$ cat config.mk
export PLATFORM = sky130hd
export DESIGN_NAME = lru_key_value_cache
export DESIGN_NICKNAME = d
export VERILOG_FILES = /design/src/hw/rtl/lkv_pkg.sv /design/src/hw/rtl/lkv_cell.sv /design/src/hw/rtl/lkv_chain.sv /design/src/hw/rtl/lru_key_value_cache.sv
export SDC_FILE = /design/constraint.sdc
export NUM_CORES = 1
export LEC_CHECK = 0
export BUFFER_PORTS_ARGS = -buffer_cell sky130_fd_sc_hd__buf_2
export CORE_ASPECT_RATIO = 1.5
export CORE_MARGIN = 2
export CORE_UTILIZATION = 40
export DETAILED_ROUTE_END_ITERATION = 7
export HOLD_SLACK_MARGIN = 0.06
export SETUP_SLACK_MARGIN = 0.1
export SLEW_MARGIN = 25
export SYNTH_ARGS = -nofsm -noshare
export SYNTH_HDL_FRONTEND = slang
export SYNTH_HIERARCHICAL = 1
export SYNTH_SLANG_ARGS = --single-unit
$ cat constraint.sdc
create_clock -name clk -period 18.15 [get_ports clk]
set_input_delay 0 -clock clk [delete_from_list [all_inputs] [get_ports clk]]
set_output_delay 0 -clock clk [all_outputs]
set_load 0.01 [all_outputs]
$ cat src/hw/rtl/lkv_pkg.sv
`timescale 1ns / 1ps

package lkv_pkg;

  localparam int ENTRIES_DEF  = 16;
  localparam int KEY_BITS_DEF = 32;
  localparam int DATA_W       = 32;
  localparam int CFG_W        = 5;
  localparam int IN_DATA_W    = 2 * DATA_W;
  localparam int OUT_DATA_W   = 2 * DATA_W;
  localparam int OUT_USER_W   = 2;

  localparam logic [CFG_W-1:0]  CAP_RESET = CFG_W'(16);
  localparam logic [DATA_W-1:0] READ_MISS = {DATA_W{1'b1}};

  localparam logic FUNC_GET = 1'b0;
  localparam logic FUNC_SET = 1'b1;

  typedef struct packed {
    logic compare;
    logic update;
  } lkv_ctl_t;

endpackage

$ cat src/hw/rtl/lkv_cell.sv
`timescale 1ns / 1ps

module lkv_cell #(
  parameter int KEY_BITS = 32,
  parameter int VAL_BITS = 32
) (
  input  logic                clk,
  input  logic                rst,
  input  logic                compare_en,
  input  logic [KEY_BITS-1:0] cmp_key,
  input  logic                shift_en,
  input  logic                in_valid,
  input  logic [KEY_BITS-1:0] in_key,
  input  logic [VAL_BITS-1:0] in_value,
  output logic                valid,
  output logic [KEY_BITS-1:0] key,
  output logic [VAL_BITS-1:0] value,
  output logic                match
);

  always_ff @(posedge clk) begin
    if (rst) begin
      valid <= 1'b0;
      match <= 1'b0;
    end else begin
      if (compare_en) begin
        match <= valid && (key == cmp_key);
      end
      if (shift_en) begin
        valid <= in_valid;
      end
    end
  end

  always_ff @(posedge clk) begin
    if (shift_en) begin
      key   <= in_key;
      value <= in_value;
    end
  end

endmodule

$ cat src/hw/rtl/lkv_chain.sv
`timescale 1ns / 1ps

module lkv_chain #(
  parameter int ENTRIES  = lkv_pkg::ENTRIES_DEF,
  parameter int KEY_BITS = lkv_pkg::KEY_BITS_DEF,
  parameter int OCC_W    = $clog2(ENTRIES + 1)
) (
  input  logic                      clk,
  input  logic                      rst,
  input  lkv_pkg::lkv_ctl_t         ctl,
  input  logic [KEY_BITS-1:0]       cmp_key,
  input  logic [OCC_W-1:0]          shift_pos,
  input  logic [KEY_BITS-1:0]       new_key,
  input  logic [lkv_pkg::DATA_W-1:0] new_value,
  input  logic [OCC_W-1:0]          lru_pos,
  output logic                      hit,
  output logic [OCC_W-1:0]          found_pos,
  output logic [lkv_pkg::DATA_W-1:0] found_value,
  output logic [KEY_BITS-1:0]       lru_key
);
  import lkv_pkg::*;

  logic                cv   [ENTRIES];
  logic [KEY_BITS-1:0] ck   [ENTRIES];
  logic [DATA_W-1:0]   cval [ENTRIES];
  logic                cm   [ENTRIES];

  for (genvar i = 0; i < ENTRIES; i++) begin : g_cell
    logic                lv;
    logic [KEY_BITS-1:0] lk;
    logic [DATA_W-1:0]   lval;
    logic                sh;

    if (i == 0) begin : g_head
      assign lv   = 1'b1;
      assign lk   = new_key;
      assign lval = new_value;
    end else begin : g_body
      assign lv   = cv[i-1];
      assign lk   = ck[i-1];
      assign lval = cval[i-1];
    end

    assign sh = ctl.update && (OCC_W'(i) <= shift_pos);

    lkv_cell #(
      .KEY_BITS(KEY_BITS),
      .VAL_BITS(DATA_W)
    ) u_cell (
      .clk       (clk),
      .rst       (rst),
      .compare_en(ctl.compare),
      .cmp_key   (cmp_key),
      .shift_en  (sh),
      .in_valid  (lv),
      .in_key    (lk),
      .in_value  (lval),
      .valid     (cv[i]),
      .key       (ck[i]),
      .value     (cval[i]),
      .match     (cm[i])
    );
  end

  // keys are unique among valid cells, so at most one match is set
  always_comb begin
    hit         = 1'b0;
    found_pos   = '0;
    found_value = '0;
    lru_key     = '0;
    for (int i = 0; i < ENTRIES; i++) begin
      hit         = hit | cm[i];
      found_pos   = found_pos | (cm[i] ? OCC_W'(i) : '0);
      found_value = found_value | (cm[i] ? cval[i] : '0);
      lru_key     = lru_key | ((OCC_W'(i) == lru_pos) ? ck[i] : '0);
    end
  end

endmodule

$ cat src/hw/rtl/lru_key_value_cache.sv
`timescale 1ns / 1ps
// Channel  Dir  Beat fields
// s_*      in   tuser: func; tdata: lookup_key, write_value
// m_*      out  tuser: hit, evicted; tdata: read_value, evicted_key
// cfg_*    in   cfg_data: capacity_in_use
//
// The accept cycle latches compare results in every cell; in the EXEC state the
// cell row shifts (not on a get miss) and the output register loads.
// That step holds while the output register is full and not taken.
// Reset clears valid bits and occupancy and sets capacity to 16; no clearing pass.
// Config writes are taken every cycle.

module lru_key_value_cache #(
  parameter int ENTRIES  = lkv_pkg::ENTRIES_DEF,
  parameter int KEY_BITS = lkv_pkg::KEY_BITS_DEF
) (
  input  logic                           clk,
  input  logic                           rst,
  input  logic                           s_tvalid,
  output logic                           s_tready,
  // [31:0] lookup_key, [63:32] write_value
  input  logic [lkv_pkg::IN_DATA_W-1:0]  s_tdata,
  // [0] func
  input  logic [0:0]                     s_tuser,
  output logic                           m_tvalid,
  input  logic                           m_tready,
  // [31:0] read_value, [63:32] evicted_key
  output logic [lkv_pkg::OUT_DATA_W-1:0] m_tdata,
  // [0] hit, [1] evicted
  output logic [lkv_pkg::OUT_USER_W-1:0] m_tuser,
  input  logic                           cfg_valid,
  output logic                           cfg_ready,
  input  logic [lkv_pkg::CFG_W-1:0]      cfg_data
);
  import lkv_pkg::*;

  localparam int OCC_W = $clog2(ENTRIES + 1);
  localparam int CMP_W = ((OCC_W > CFG_W) ? OCC_W : CFG_W) + 1;

  localparam logic ST_IDLE = 1'b0;
  localparam logic ST_EXEC = 1'b1;

  logic                state;
  logic [CFG_W-1:0]    cap;
  logic [OCC_W-1:0]    occ;
  logic [OCC_W-1:0]    occ_next;
  logic                item_set;
  logic [KEY_BITS-1:0] item_key;
  logic [DATA_W-1:0]   item_value;

  logic [KEY_BITS-1:0] key_in;
  logic                accept;
  logic                go;
  lkv_ctl_t            ctl;

  logic                hit;
  logic [OCC_W-1:0]    found_pos;
  logic [DATA_W-1:0]   found_value;
  logic [KEY_BITS-1:0] lru_key;
  logic [DATA_W-1:0]   lru_key32;

  logic                shift;
  logic [OCC_W-1:0]    pos;
  logic [DATA_W-1:0]   new_value;
  logic [DATA_W-1:0]   res_read;
  logic                res_ev;
  logic [DATA_W-1:0]   res_evkey;

  logic [CMP_W-1:0]    cap_ext;
  logic [CMP_W-1:0]    eff_cap;
  logic                full;

  logic                out_hit;
  logic                out_ev;
  logic [DATA_W-1:0]   out_read;
  logic [DATA_W-1:0]   out_evkey;

  if (KEY_BITS <= DATA_W) begin : g_key_narrow
    assign key_in = s_tdata[KEY_BITS-1:0];
    if (KEY_BITS == DATA_W) begin : g_same
      assign lru_key32 = lru_key;
    end else begin : g_ext
      assign lru_key32 = {{(DATA_W - KEY_BITS){1'b0}}, lru_key};
    end
  end else begin : g_key_wide
    assign key_in    = {{(KEY_BITS - DATA_W){1'b0}}, s_tdata[DATA_W-1:0]};
    assign lru_key32 = lru_key[DATA_W-1:0];
  end

  assign cfg_ready = 1'b1;
  assign s_tready  = (state == ST_IDLE);
  assign accept    = s_tvalid && s_tready;
  assign go        = (state == ST_EXEC) && (!m_tvalid || m_tready);

  assign cap_ext = CMP_W'(cap);
  always_comb begin
    eff_cap = cap_ext;
    if (cap_ext == '0) begin
      eff_cap = CMP_W'(1);
    end else if (cap_ext > CMP_W'(ENTRIES)) begin
      eff_cap = CMP_W'(ENTRIES);
    end
  end
  assign full = (CMP_W'(occ) >= eff_cap);

  always_comb begin
    shift     = 1'b0;
    pos       = found_pos;
    new_value = item_value;
    res_read  = '0;
    res_ev    = 1'b0;
    res_evkey = '0;
    occ_next  = occ;
    if (hit) begin
      shift = 1'b1;
      if (item_set == FUNC_GET) begin
        new_value = found_value;
        res_read  = found_value;
      end
    end else if (item_set == FUNC_GET) begin
      res_read = READ_MISS;
    end else begin
      shift = 1'b1;
      if (full) begin
        pos       = occ - OCC_W'(1);
        res_ev    = 1'b1;
        res_evkey = lru_key32;
      end else begin
        pos      = occ;
        occ_next = occ + OCC_W'(1);
      end
    end
  end

  assign ctl.compare = accept;
  assign ctl.update  = go && shift;

  lkv_chain #(
    .ENTRIES (ENTRIES),
    .KEY_BITS(KEY_BITS),
    .OCC_W   (OCC_W)
  ) u_chain (
    .clk        (clk),
    .rst        (rst),
    .ctl        (ctl),
    .cmp_key    (key_in),
    .shift_pos  (pos),
    .new_key    (item_key),
    .new_value  (new_value),
    .lru_pos    (occ - OCC_W'(1)),
    .hit        (hit),
    .found_pos  (found_pos),
    .found_value(found_value),
    .lru_key    (lru_key)
  );

  always_ff @(posedge clk) begin
    if (rst) begin
      state    <= ST_IDLE;
      cap      <= CAP_RESET;
      occ      <= '0;
      m_tvalid <= 1'b0;
    end else begin
      if (cfg_valid && cfg_ready) begin
        cap <= cfg_data;
      end
      case (state)
        ST_IDLE: begin
          if (accept) begin
            state <= ST_EXEC;
          end
        end
        ST_EXEC: begin
          if (go) begin
            state <= ST_IDLE;
          end
        end
        default: state <= ST_IDLE;
      endcase
      if (go) begin
        occ      <= occ_next;
        m_tvalid <= 1'b1;
      end else if (m_tready) begin
        m_tvalid <= 1'b0;
      end
    end
  end

  always_ff @(posedge clk) begin
    if (accept) begin
      item_set   <= s_tuser[0];
      item_key   <= key_in;
      item_value <= s_tdata[IN_DATA_W-1:DATA_W];
    end
    if (go) begin
      out_hit   <= hit;
      out_ev    <= res_ev;
      out_read  <= res_read;
      out_evkey <= res_evkey;
    end
  end

  assign m_tdata = {out_evkey, out_read};
  assign m_tuser = {out_ev, out_hit};

endmodule

-- After elaboration in Yosys (flattened, before gate mapping)
Cells that the tools add are included.
- $add $sub $neg: 2
- multiply operators: 0
- divide/modulo/power cells: 0
- $lt $le $gt $ge: 18
- eq/ne operators: 31
- shift operators: 0
- multiplexer cells: 65
- bitwise gates (word level): 63
- reduce and logical (&&, ||, !) cells: 43
- operators by type and width (cell ; count):
    32-bit two-way mux ; 37
    32-bit OR ; 30
    32-bit == test ; 16
    5-bit OR ; 13
    4-bit by 5-bit == test with 1-bit output, first input constant ; 8
    4-bit by 5-bit less-or-equal comparator with 1-bit output, first input constant ; 8
    1-bit logical AND ; 35
    4-bit two-way mux ; 8
    3-bit by 5-bit == test with 1-bit output, first input constant ; 4
    3-bit by 5-bit less-or-equal comparator with 1-bit output, first input constant ; 4
    5-bit two-way mux ; 4
    1-bit OR ; 15
    3-bit two-way mux ; 4
    2-bit by 5-bit == test with 1-bit output, first input constant ; 2
    1-bit by 5-bit less-or-equal comparator with 1-bit output, first input constant ; 2
    2-bit by 5-bit less-or-equal comparator with 1-bit output, first input constant ; 2
    1-bit two-way mux ; 8
    5-bit by 6-bit >= comparator with 1-bit output ; 1
    6-bit logical NOT ; 1
    6-bit two-way mux ; 1
    5-bit by 1-bit adder with 5-bit output, second input constant ; 1
    1-bit by 5-bit == test with 1-bit output, first input constant ; 1
    5-bit greater-than comparator, second input constant ; 1
    5-bit logical NOT ; 1
    other kinds (11) ; 15
- flip-flop bits (word level): 1199
- bits in latches: 0
- RAM bits: 0
- bits in read-only memories: 0
- output and inout bits: 69
- memories: 0

-- Logic depth before layout (Yosys ltp)
Gate-level depths: netlist of run 1.
- depth after elaboration: 19
- depth in mapped cells: 19
- gate-level depth less buffers: 16

-- Cells and area by module
Netlist of run 1, hierarchy kept.
- by module, submodules not included (module ; times used ; cells an instance ; area an instance (sq um) ; sequential area each (sq um)):
    lkv_cell ; 16 ; 115 ; 2339.7 ; 1961.9
    lkv_chain ; 1 ; 1038 ; 7304.5 ; 0.0
    lru_key_value_cache ; 1 ; 432 ; 5706.7 ; 4174.0

-- Worst setup path after synthesis of run 1
Ideal clock, no wire load.
- path kind: reg2reg
- start point: register u_chain.g_cell[13].u_cell.match
- end point: register u_chain.g_cell[15].u_cell.valid
- library setup time: 0.120 ns
- data arrival time: 7.389 ns
- data required time: 18.030 ns
- path slack: 10.641 ns
- cell stages (with the launch flop): 18
- path buffers: 5
- period minus slack after synthesis: 7.509 ns
- path through: dfxtp_1 -> clkbuf_1 -> clkbuf_1 -> nor4_1 -> nand4_1 -> buf_6 -> nand2b_1 -> buf_2 -> clkbuf_1 -> nor3_1 -> mux2i_1 -> nand2_1 -> o21ai_0 -> inv_1 -> o21ai_0 -> nor2_1 -> mux2i_1 -> nor2_1
- elaborated cells on any way between the ends: 13
- RTL lines (element ; RTL line ; RTL):
    from (decl) ; lkv_cell.sv:18 ; output logic match
    from (signal assigned) ; lkv_cell.sv:27 ; match <= valid && (key == cmp_key);
    1-bit OR (3 in a row) ; lkv_chain.sv:72 ; hit = hit | cm[i];
    net hit ; lru_key_value_cache.sv:56 ; logic hit;
    5-bit two-way mux ; lru_key_value_cache.sv:114 ; if (hit) begin
    net pos[4] ; lru_key_value_cache.sv:63 ; logic [OCC_W-1:0] pos;
    4-bit by 5-bit less-or-equal comparator with 1-bit output ; lkv_chain.sv:44 ; assign sh = ctl.update && (OCC_W'(i) <= shift_pos);
    1-bit logical AND ; lkv_chain.sv:44 ;
    net u_chain.g_cell[15].sh ; lkv_chain.sv:32 ; logic sh;
    to (signal assigned) ; lkv_cell.sv:30 ; valid <= in_valid;
    to (decl) ; lkv_cell.sv:15 ; output logic valid,
The timed path passes the listed nets, and every way through them passes these cells.
A chain may end at the register's enable or synchronous reset.

-- Worst setup path in the final report of run 1
- start point: register u_chain.g_cell[4].u_cell.match
- end point: register u_chain.g_cell[5].u_cell.value[28] (enable)
- elaborated cells on any way between the ends: 31
- RTL lines (element ; RTL line ; RTL):
    from (decl) ; lkv_cell.sv:18 ;
    from (signal assigned) ; lkv_cell.sv:27 ;
    1-bit OR (12 in a row) ; lkv_chain.sv:72 ;
    net hit ; lru_key_value_cache.sv:56 ;
    5-bit two-way mux ; lru_key_value_cache.sv:114 ;
    net pos[4] ; lru_key_value_cache.sv:63 ;
    3-bit by 5-bit less-or-equal comparator with 1-bit output ; lkv_chain.sv:44 ;
    1-bit logical AND ; lkv_chain.sv:44 ;
    net u_chain.g_cell[5].sh ; lkv_chain.sv:32 ;
    to (signal assigned) ; lkv_cell.sv:38 ; value <= in_value;
    to (decl) ; lkv_cell.sv:17 ; output logic [VAL_BITS-1:0] value,
The timed path passes the listed nets, and every way through them passes these cells.

==> results of run 1 <==
-- critical path, delay by kind of cell, from the launching register on --
family | cells | cell delay, ns
buffers and inverters | 5 | 1.88
AO/OA/AOI/OAI | 3 | 1.46
AND/OR/NAND/NOR | 6 | 1.35
flip-flops | 1 | 1.06
-- logic make-up after synthesis --
| kind of cell | synth area share (%) |
|---|---|
| compound gates | 8.32 |
| xor+xnor | 8.96 |
| fa+ha+maj | 0.174 |
| buf+inv | 1.89 |
| flops | 70.5 |
| mux | 3.15 |
| other cells | 0.0223 |
| simple gates | 6.99 |
-- layout by cell type, fill, tap and decap left out, types with 30 or more instances in the layout --
master         Yosys  layout
a21oi_1           70      70
a221oi_1         128     128
a22o_1           128     128
a22oi_1           34      34
a2bb2oi_1         30      30
and3_1            32      32
buf_2             41     142
buf_4              6      65
clkbuf_16          0     114
dlygate4sd3_1      0     123
edfxtp_1        1155    1155
inv_1             44      38
mux2i_1          153     153
nand2_1          116     112
nand3_1           54      54
nand3b_1          58      58
nand4_1          160     160
nor2_1           114     108
nor4_1            75      72
o21ai_0           36      36
o22ai_1           52      52
xnor2_1          371     370
xor2_1           145     145
-- what timing repair did --
item                      in CTS  in global routing
resized for setup              0                  0
hold buffers                 123                  0
hold endpoints to repair     139                  0
-- area by class of cell --
type                            instances  area [µm²]
Fill cell                           10900       67000
Clock inverter                         70         768
Timing Repair Buffer                  332        2460
Antenna cell                            4        10.0
Clock buffer                          142        3000
Inverter                               44         180
Multi-Input combinational cell       1887       14100
Sequential cell                      1199       35600
Tap cell                             1610        2010
-- sequential cells by signal, indices dropped and copies added (netlist names) --
register / cells
u_chain/g_cell.u_cell/key: 512
u_chain/g_cell.u_cell/value: 512
item_key: 32
item_value: 32
out_evkey: 32
out_read: 32
u_chain/g_cell.u_cell/match: 16
u_chain/g_cell.u_cell/valid: 16
cap: 5
occ: 5
item_set: 1
m_tvalid: 1
out_ev: 1
out_hit: 1
state: 1
-- routing by layer --
layer / vias to the layer above / track usage (%)
li1: 13500 / -
met1: 16100 / 28.7
met2: 1535 / 43.1
met3: 396 / 3.35
met4: 2 / 13.3
met5: - / 0
-- worst max-delay path by stage --
stage / from / end / slack, ns / cells past startpoint
6_report: u_chain/g_cell[4].u_cell/match$_SDFFE_PP0P_ / u_chain/g_cell[5].u_cell/value[28]$_DFFE_PP_ / 11.87 / 14
2_1_floorplan: u_chain/g_cell[13].u_cell/match$_SDFFE_PP0P_ / u_chain/g_cell[15].u_cell/valid$_SDFFE_PP0P_ / 10.64 / 17
4_1_cts: u_chain/g_cell[8].u_cell/match$_SDFFE_PP0P_ / u_chain/g_cell[5].u_cell/value[30]$_DFFE_PP_ / 11.90 / 14
3_3_place_gp: u_chain/g_cell[8].u_cell/match$_SDFFE_PP0P_ / u_chain/g_cell[5].u_cell/value[24]$_DFFE_PP_ / 12.11 / 14
5_1_grt: u_chain/g_cell[4].u_cell/match$_SDFFE_PP0P_ / u_chain/g_cell[5].u_cell/value[28]$_DFFE_PP_ / 11.60 / 13
3_5_place_dp: u_chain/g_cell[8].u_cell/match$_SDFFE_PP0P_ / u_chain/g_cell[5].u_cell/value[24]$_DFFE_PP_ / 11.95 / 14
-- power by group --
group | leakage (nW) | switching [mW] | total (mW) | internal [mW]
Combinational | 6.64 | 0.217 | 0.334 | 0.117
Clock | 1.82 | 1.09 | 2.44 | 1.35
Sequential | 10.9 | 0.0468 | 3.14 | 3.10
Total | 19.3 | 1.35 | 5.91 | 4.56
==> metrics.cfg, run 1 <==
[outcome]
outcome = complete, no violations

[route]
ant_nets = 0
dr.pass1.iters = 6
drt_iter0_markers = 3043
detail_route.wl_per_cell_um = 30.3
dr_wl_met3_um = 10400
num_vias = 31500
drc = 0
routed_wl_um = 160000
wirelength_met1_um = 58800
topRoutingLayerUsed = met5
routed-wl-met2_um = 81200
vias_per_cell = 5.95

[worst_setup_path]
crit_path_cell_trace = nor4_1, nand4_1, buf_4, nor2b_4, buf_4, and2_1, a22oi_1, nand2_1, o21ai_0, inv_4, a21oi_1, inv_4, and2_4, buf_4
r2r_cells = 14
crit_path_start_kind = flop
cp.required_ns = 18.54
cpMostUsedCell = buf_4
crit_type = reg -> reg
r2r_start = u_chain/g_cell[4].u_cell/match$_SDFFE_PP0P_
end_kind = flop
r2r_setup_slack_ns = 11.87
cpPeakStageDelay_ns = 1.06
cp.arrival_ns = 6.68
critPathSlowestCell = dfxtp_2
worstReg2RegEnd = u_chain/g_cell[5].u_cell/value[28]$_DFFE_PP_
cp_max_fo = 37

[sta]
post-route-period-util_pct = 34.6
skew_ns = 0.0534
post-route-min-period_ns = 6.28
setup_tns_ns = 0
finalHoldViolCount = 0
rsz0062_at_grt = false
slew_headroom_pct = 24.3
setup_viol = 0
fin_ws_ns = 11.87
drv_slew = 0
fmax_mhz = 159
fin_hold_ws_ns = 0.171
worst_slew_pin_slew_ns = 1.13

[worst_hold_path]
hp-class = in -> reg
min_to = cap[4]$_SDFFE_PP1P_
hp-start = cfg_valid
whs_path_depth = 3

[grt]
grt_pass1_vias = 32200
grt_use_total_pct = 24.4
grt_pass1_wl_um = 227000
overflow = 0
antenna_found_initial = 7
grt_max_degree = 67

[yosys]
synth_cells = 3310
yosys_most_used_dff = edfxtp_1
synth_area_per_cell_um2 = 15.2
yosysTopAreaCell = edfxtp_1
synth_edf_count = 1155
yosysUniqueCellTypes = 60
synth_most_common_cell = edfxtp_1
synth_area_um2 = 50400
synth_top_area_share_pct = 68.8
ys_top_cells_by_count = edfxtp_1, xnor2_1, nand4_1
yosysWarningCount = 6
ys_seq_area_share_pct = 70.5
synthArstFlopShare_pct = 0
synthTopCellsByArea = edfxtp_1, xnor2_1, mux2i_1
ys_ff_latch = 1199
synth_nets = 3392

[clock_network]
cts_root_buf = clkbuf_16
cts_setup_buffers = 0
numCtsBuffers = 114
clockBufferDepth = 3
htree_levels = 3
cts_tree = done
path_clk_slew_ns = 0.06
insertion_delay_ns = 0.76
clock-sinks = 1199

[floorplan]
start_util_pct = 40.3
rows = 159
dieWidth_um = 294
core_area_um2 = 125000
dieArea_um2 = 129000
io-pin-count = 144
die_h_um = 439

[placement]
gp_congestion = 0.838
portBuffers = 142
dpl.cell_count = 4948
hpwl_um = 97800
pre_cts_slack_ns = 11.95
placed_area_um2 = 53100

[finish]
area_delta_synth_final_pct = 15.2
fin_nets = 3660
fin_area_um2 = 58100
layout-drive-gt1-share_pct = 12.0
postLayoutCoreUtil_pct = 46.4
stdcell_count = 5288

[power]
p_total_mw = 5.91
leakage_nw = 19.3
p_per_area_nw_per_um2 = 102
vdd_drop_max_v = 0.0000753

[flow_run]
maxCapViolCount = 0

(Power assumes the default switching activity.)
==> inputs of run 2 (changes only) <==
- clock period: 18.15 -> 5.6 ns (I/O delays scaled with it)
==> run 2 against run 1 <==
Clock-buffer cell count grew 1. Non-clock buffer count rose by 10. Critical endpoint is now u_chain/g_cell[12].u_cell/key[15]$_DFFE_PP_. Sequential power rose to 3.2 times the previous value. Cell area rose by 0.39%. Core utilization up 0.18 points. Sequential share of layout area decreased by 0.24 points. Setup slack lost 11 ns. Largest power group unchanged. Register-to-register slack worse by 11 ns.
==> metrics.cfg, run 2 (synthesis gave the netlist of run 1 again) <==
[outcome]
outcome = complete, no violations

[power]
p_int_mw = 14.8  ; +220%
sw_frac_of_total_pct = 23.0  ; +0.14 points
p_total_mw = 19.2  ; +220%
leakage_nw = 19.4  ; +0.48%
p_per_area_nw_per_um2 = 329  ; +220%
p_comb_share_pct = 5.7  ; about the same
vdd_drop_max_v = 0.000266  ; +250%
p_clk_share_pct = 41.2  ; about the same
seq_power_share_pct = 53.1  ; about the same
switchingPower_mw = 4.42  ; +230%

[placement]
gp_congestion = 0.864  ; +3.1%
hpwl_um = 102000  ; +4.7%
portBuffers = 142  ; unchanged
placed_area_um2 = 53400  ; +0.49%

[sta]
fmax_mhz = 230  ; +45%
setup_viol = 0  ; unchanged
post-route-period-util_pct = 77.5  ; +43 points
finalHoldViolCount = 0  ; unchanged
post-route-min-period_ns = 4.34  ; -1.94 ns
slew_headroom_pct = 17.7  ; -6.5 points
skew_ns = 0.0333  ; -0.0201 ns
rsz0062_at_grt = false
setup_tns_ns = 0  ; unchanged
drv_slew = 0  ; unchanged
worst_slew_pin_slew_ns = 1.22  ; +0.0972 ns

[finish]
mostFrequentLayoutCells = edfxtp_1, xnor2_1, nand4_1, mux2i_1, xor2_1
area_delta_synth_final_pct = 15.7
nFillCells = 10900  ; -0.52%
layout_commonest_cell = edfxtp_1
layout-drive-gt1-share_pct = 12.7  ; +0.64 points
fin_nets = 3672  ; +0.33%
fin_area_um2 = 58300  ; +0.39%
top_regs = u_chain/g_cell.u_cell/key (512), u_chain/g_cell.u_cell/value (512)
postLayoutCoreUtil_pct = 46.6  ; +0.18 points

[flow_run]
maxCapViolCount = 0  ; unchanged

[worst_setup_path]
cp_max_fo = 47  ; +27%
crit_path_cell_trace = inv_4, ha_1, nand2b_1, a21oi_2, o21ai_4, mux2i_1, nand3_1, o21ai_2, clkinvlp_4, o21ai_1, clkinvlp_4, buf_4
path_delay_family = compound AO/OA/AOI/OAI gates
cpPeakStageDelay_ns = 0.74  ; -0.32 ns
cpMostUsedCell = clkinvlp_4
critPathSlowestCell = o21ai_4
cp.arrival_ns = 4.70  ; -1.98 ns
end_kind = flop
crit_type = reg -> reg
r2r_setup_slack_ns = 1.26  ; -10.61 ns
crit_path_start_kind = flop
worst-path-buf-inv = 4  ; -1
cp.required_ns = 5.96  ; -12.58 ns

[grt]
grt_max_degree = 78  ; +16%
grt_use_total_pct = 24.8  ; +0.37 points
grt_pass1_vias = 32600  ; +1.1%
overflow = 0  ; unchanged
antenna_found_initial = 6  ; -1
grt_pass1_wl_um = 231000  ; +2.0%

[route]
routed_wl_um = 163000  ; +1.7%
drc = 0  ; unchanged
dr.pass1.iters = 6  ; unchanged
num_vias = 31800  ; +1.2%
ant_nets = 0  ; unchanged
detail_route.wl_per_cell_um = 30.8  ; +1.5%
drt_iter0_markers = 3054  ; +0.36%
vias_per_cell = 6.01  ; +1.0%

[clock_network]
clock-sinks = 1199  ; unchanged
cts_resized = 0  ; unchanged
insertion_delay_ns = 0.76  ; about the same
clockBufferDepth = 3  ; unchanged
htree_levels = 3  ; unchanged
cts_root_buf = clkbuf_16
cts_hold_buf = 121  ; -1.6%
numCtsBuffers = 116  ; +1.8%
cts_setup_buffers = 0  ; unchanged
cts_tree = done
path_clk_slew_ns = 0.06  ; about the same

[floorplan]
dieArea_um2 = 129000  ; unchanged
core_area_um2 = 125000  ; unchanged
rows = 159  ; unchanged
start_util_pct = 40.3  ; unchanged
io-pin-count = 144  ; unchanged
die_h_um = 439  ; unchanged
dieWidth_um = 294  ; unchanged

[worst_hold_path]
hp-class = in -> reg

## run 2: final cells by class
class                           instances  area, µm²  area share, %
Antenna cell                            2       5.00        0.00858
Clock buffer                          143       3060           5.24
Clock inverter                         70        686           1.18
Inverter                               44        184          0.315
Multi-Input combinational cell       1887      14100           24.2
Sequential cell                      1199      35600           61.0
Tap cell                             1610       2010           3.45
Timing Repair Buffer                  342       2680           4.59
## run 2: path summary, 6_finish.rpt
path                    startpoint                                     endpoint  depth (start not counted)
max            occ[0]$_SDFFE_PP0P_  u_chain/g_cell[12].u_cell/key[15]$_DFFE_PP_                         12
min                        s_tuser                           item_set$_DFFE_PP_                          2
max reg2reg    occ[0]$_SDFFE_PP0P_  u_chain/g_cell[12].u_cell/key[15]$_DFFE_PP_                         12
min reg2reg  item_key[6]$_DFFE_PP_    u_chain/g_cell[0].u_cell/key[6]$_DFFE_PP_                          0
## run 2: power groups by stage
stage,Combinational [mW],Clock [mW],Sequential (mW)
5_1_grt,1.16,8.35,10.2
6_report,1.09,7.90,10.2
3_5_place_dp,1.02,0,10.4
2_1_floorplan,0.559,0,10.3
3_3_place_gp,1.01,0,10.4
4_1_cts,1.09,8.02,10.2
## run 2: layer usage
| layer | global-route usage, % | routed length, µm | up-vias |
|---|---|---|---|
| met5 | 0 | 26 | - |
| met4 | 12.9 | 9100 | 4 |
| met3 | 3.56 | 11300 | 370 |
| met2 | 43.1 | 81900 | 1614 |
| met1 | 29.9 | 60800 | 16300 |
| li1 | - | - | 13500 |
## run 2: metrics by stage
stage	setup slack, ns	instances	hold WS [ns]
3_5_place_dp	1.27	4960	0.178
4_1_cts	1.23	5294	0.103
6_report	1.26	5297	0.166
2_1_floorplan	0.0970	3310	0.0724
5_1_grt	1.04	5296	0.147
3_3_place_gp	1.13	4959	0.181
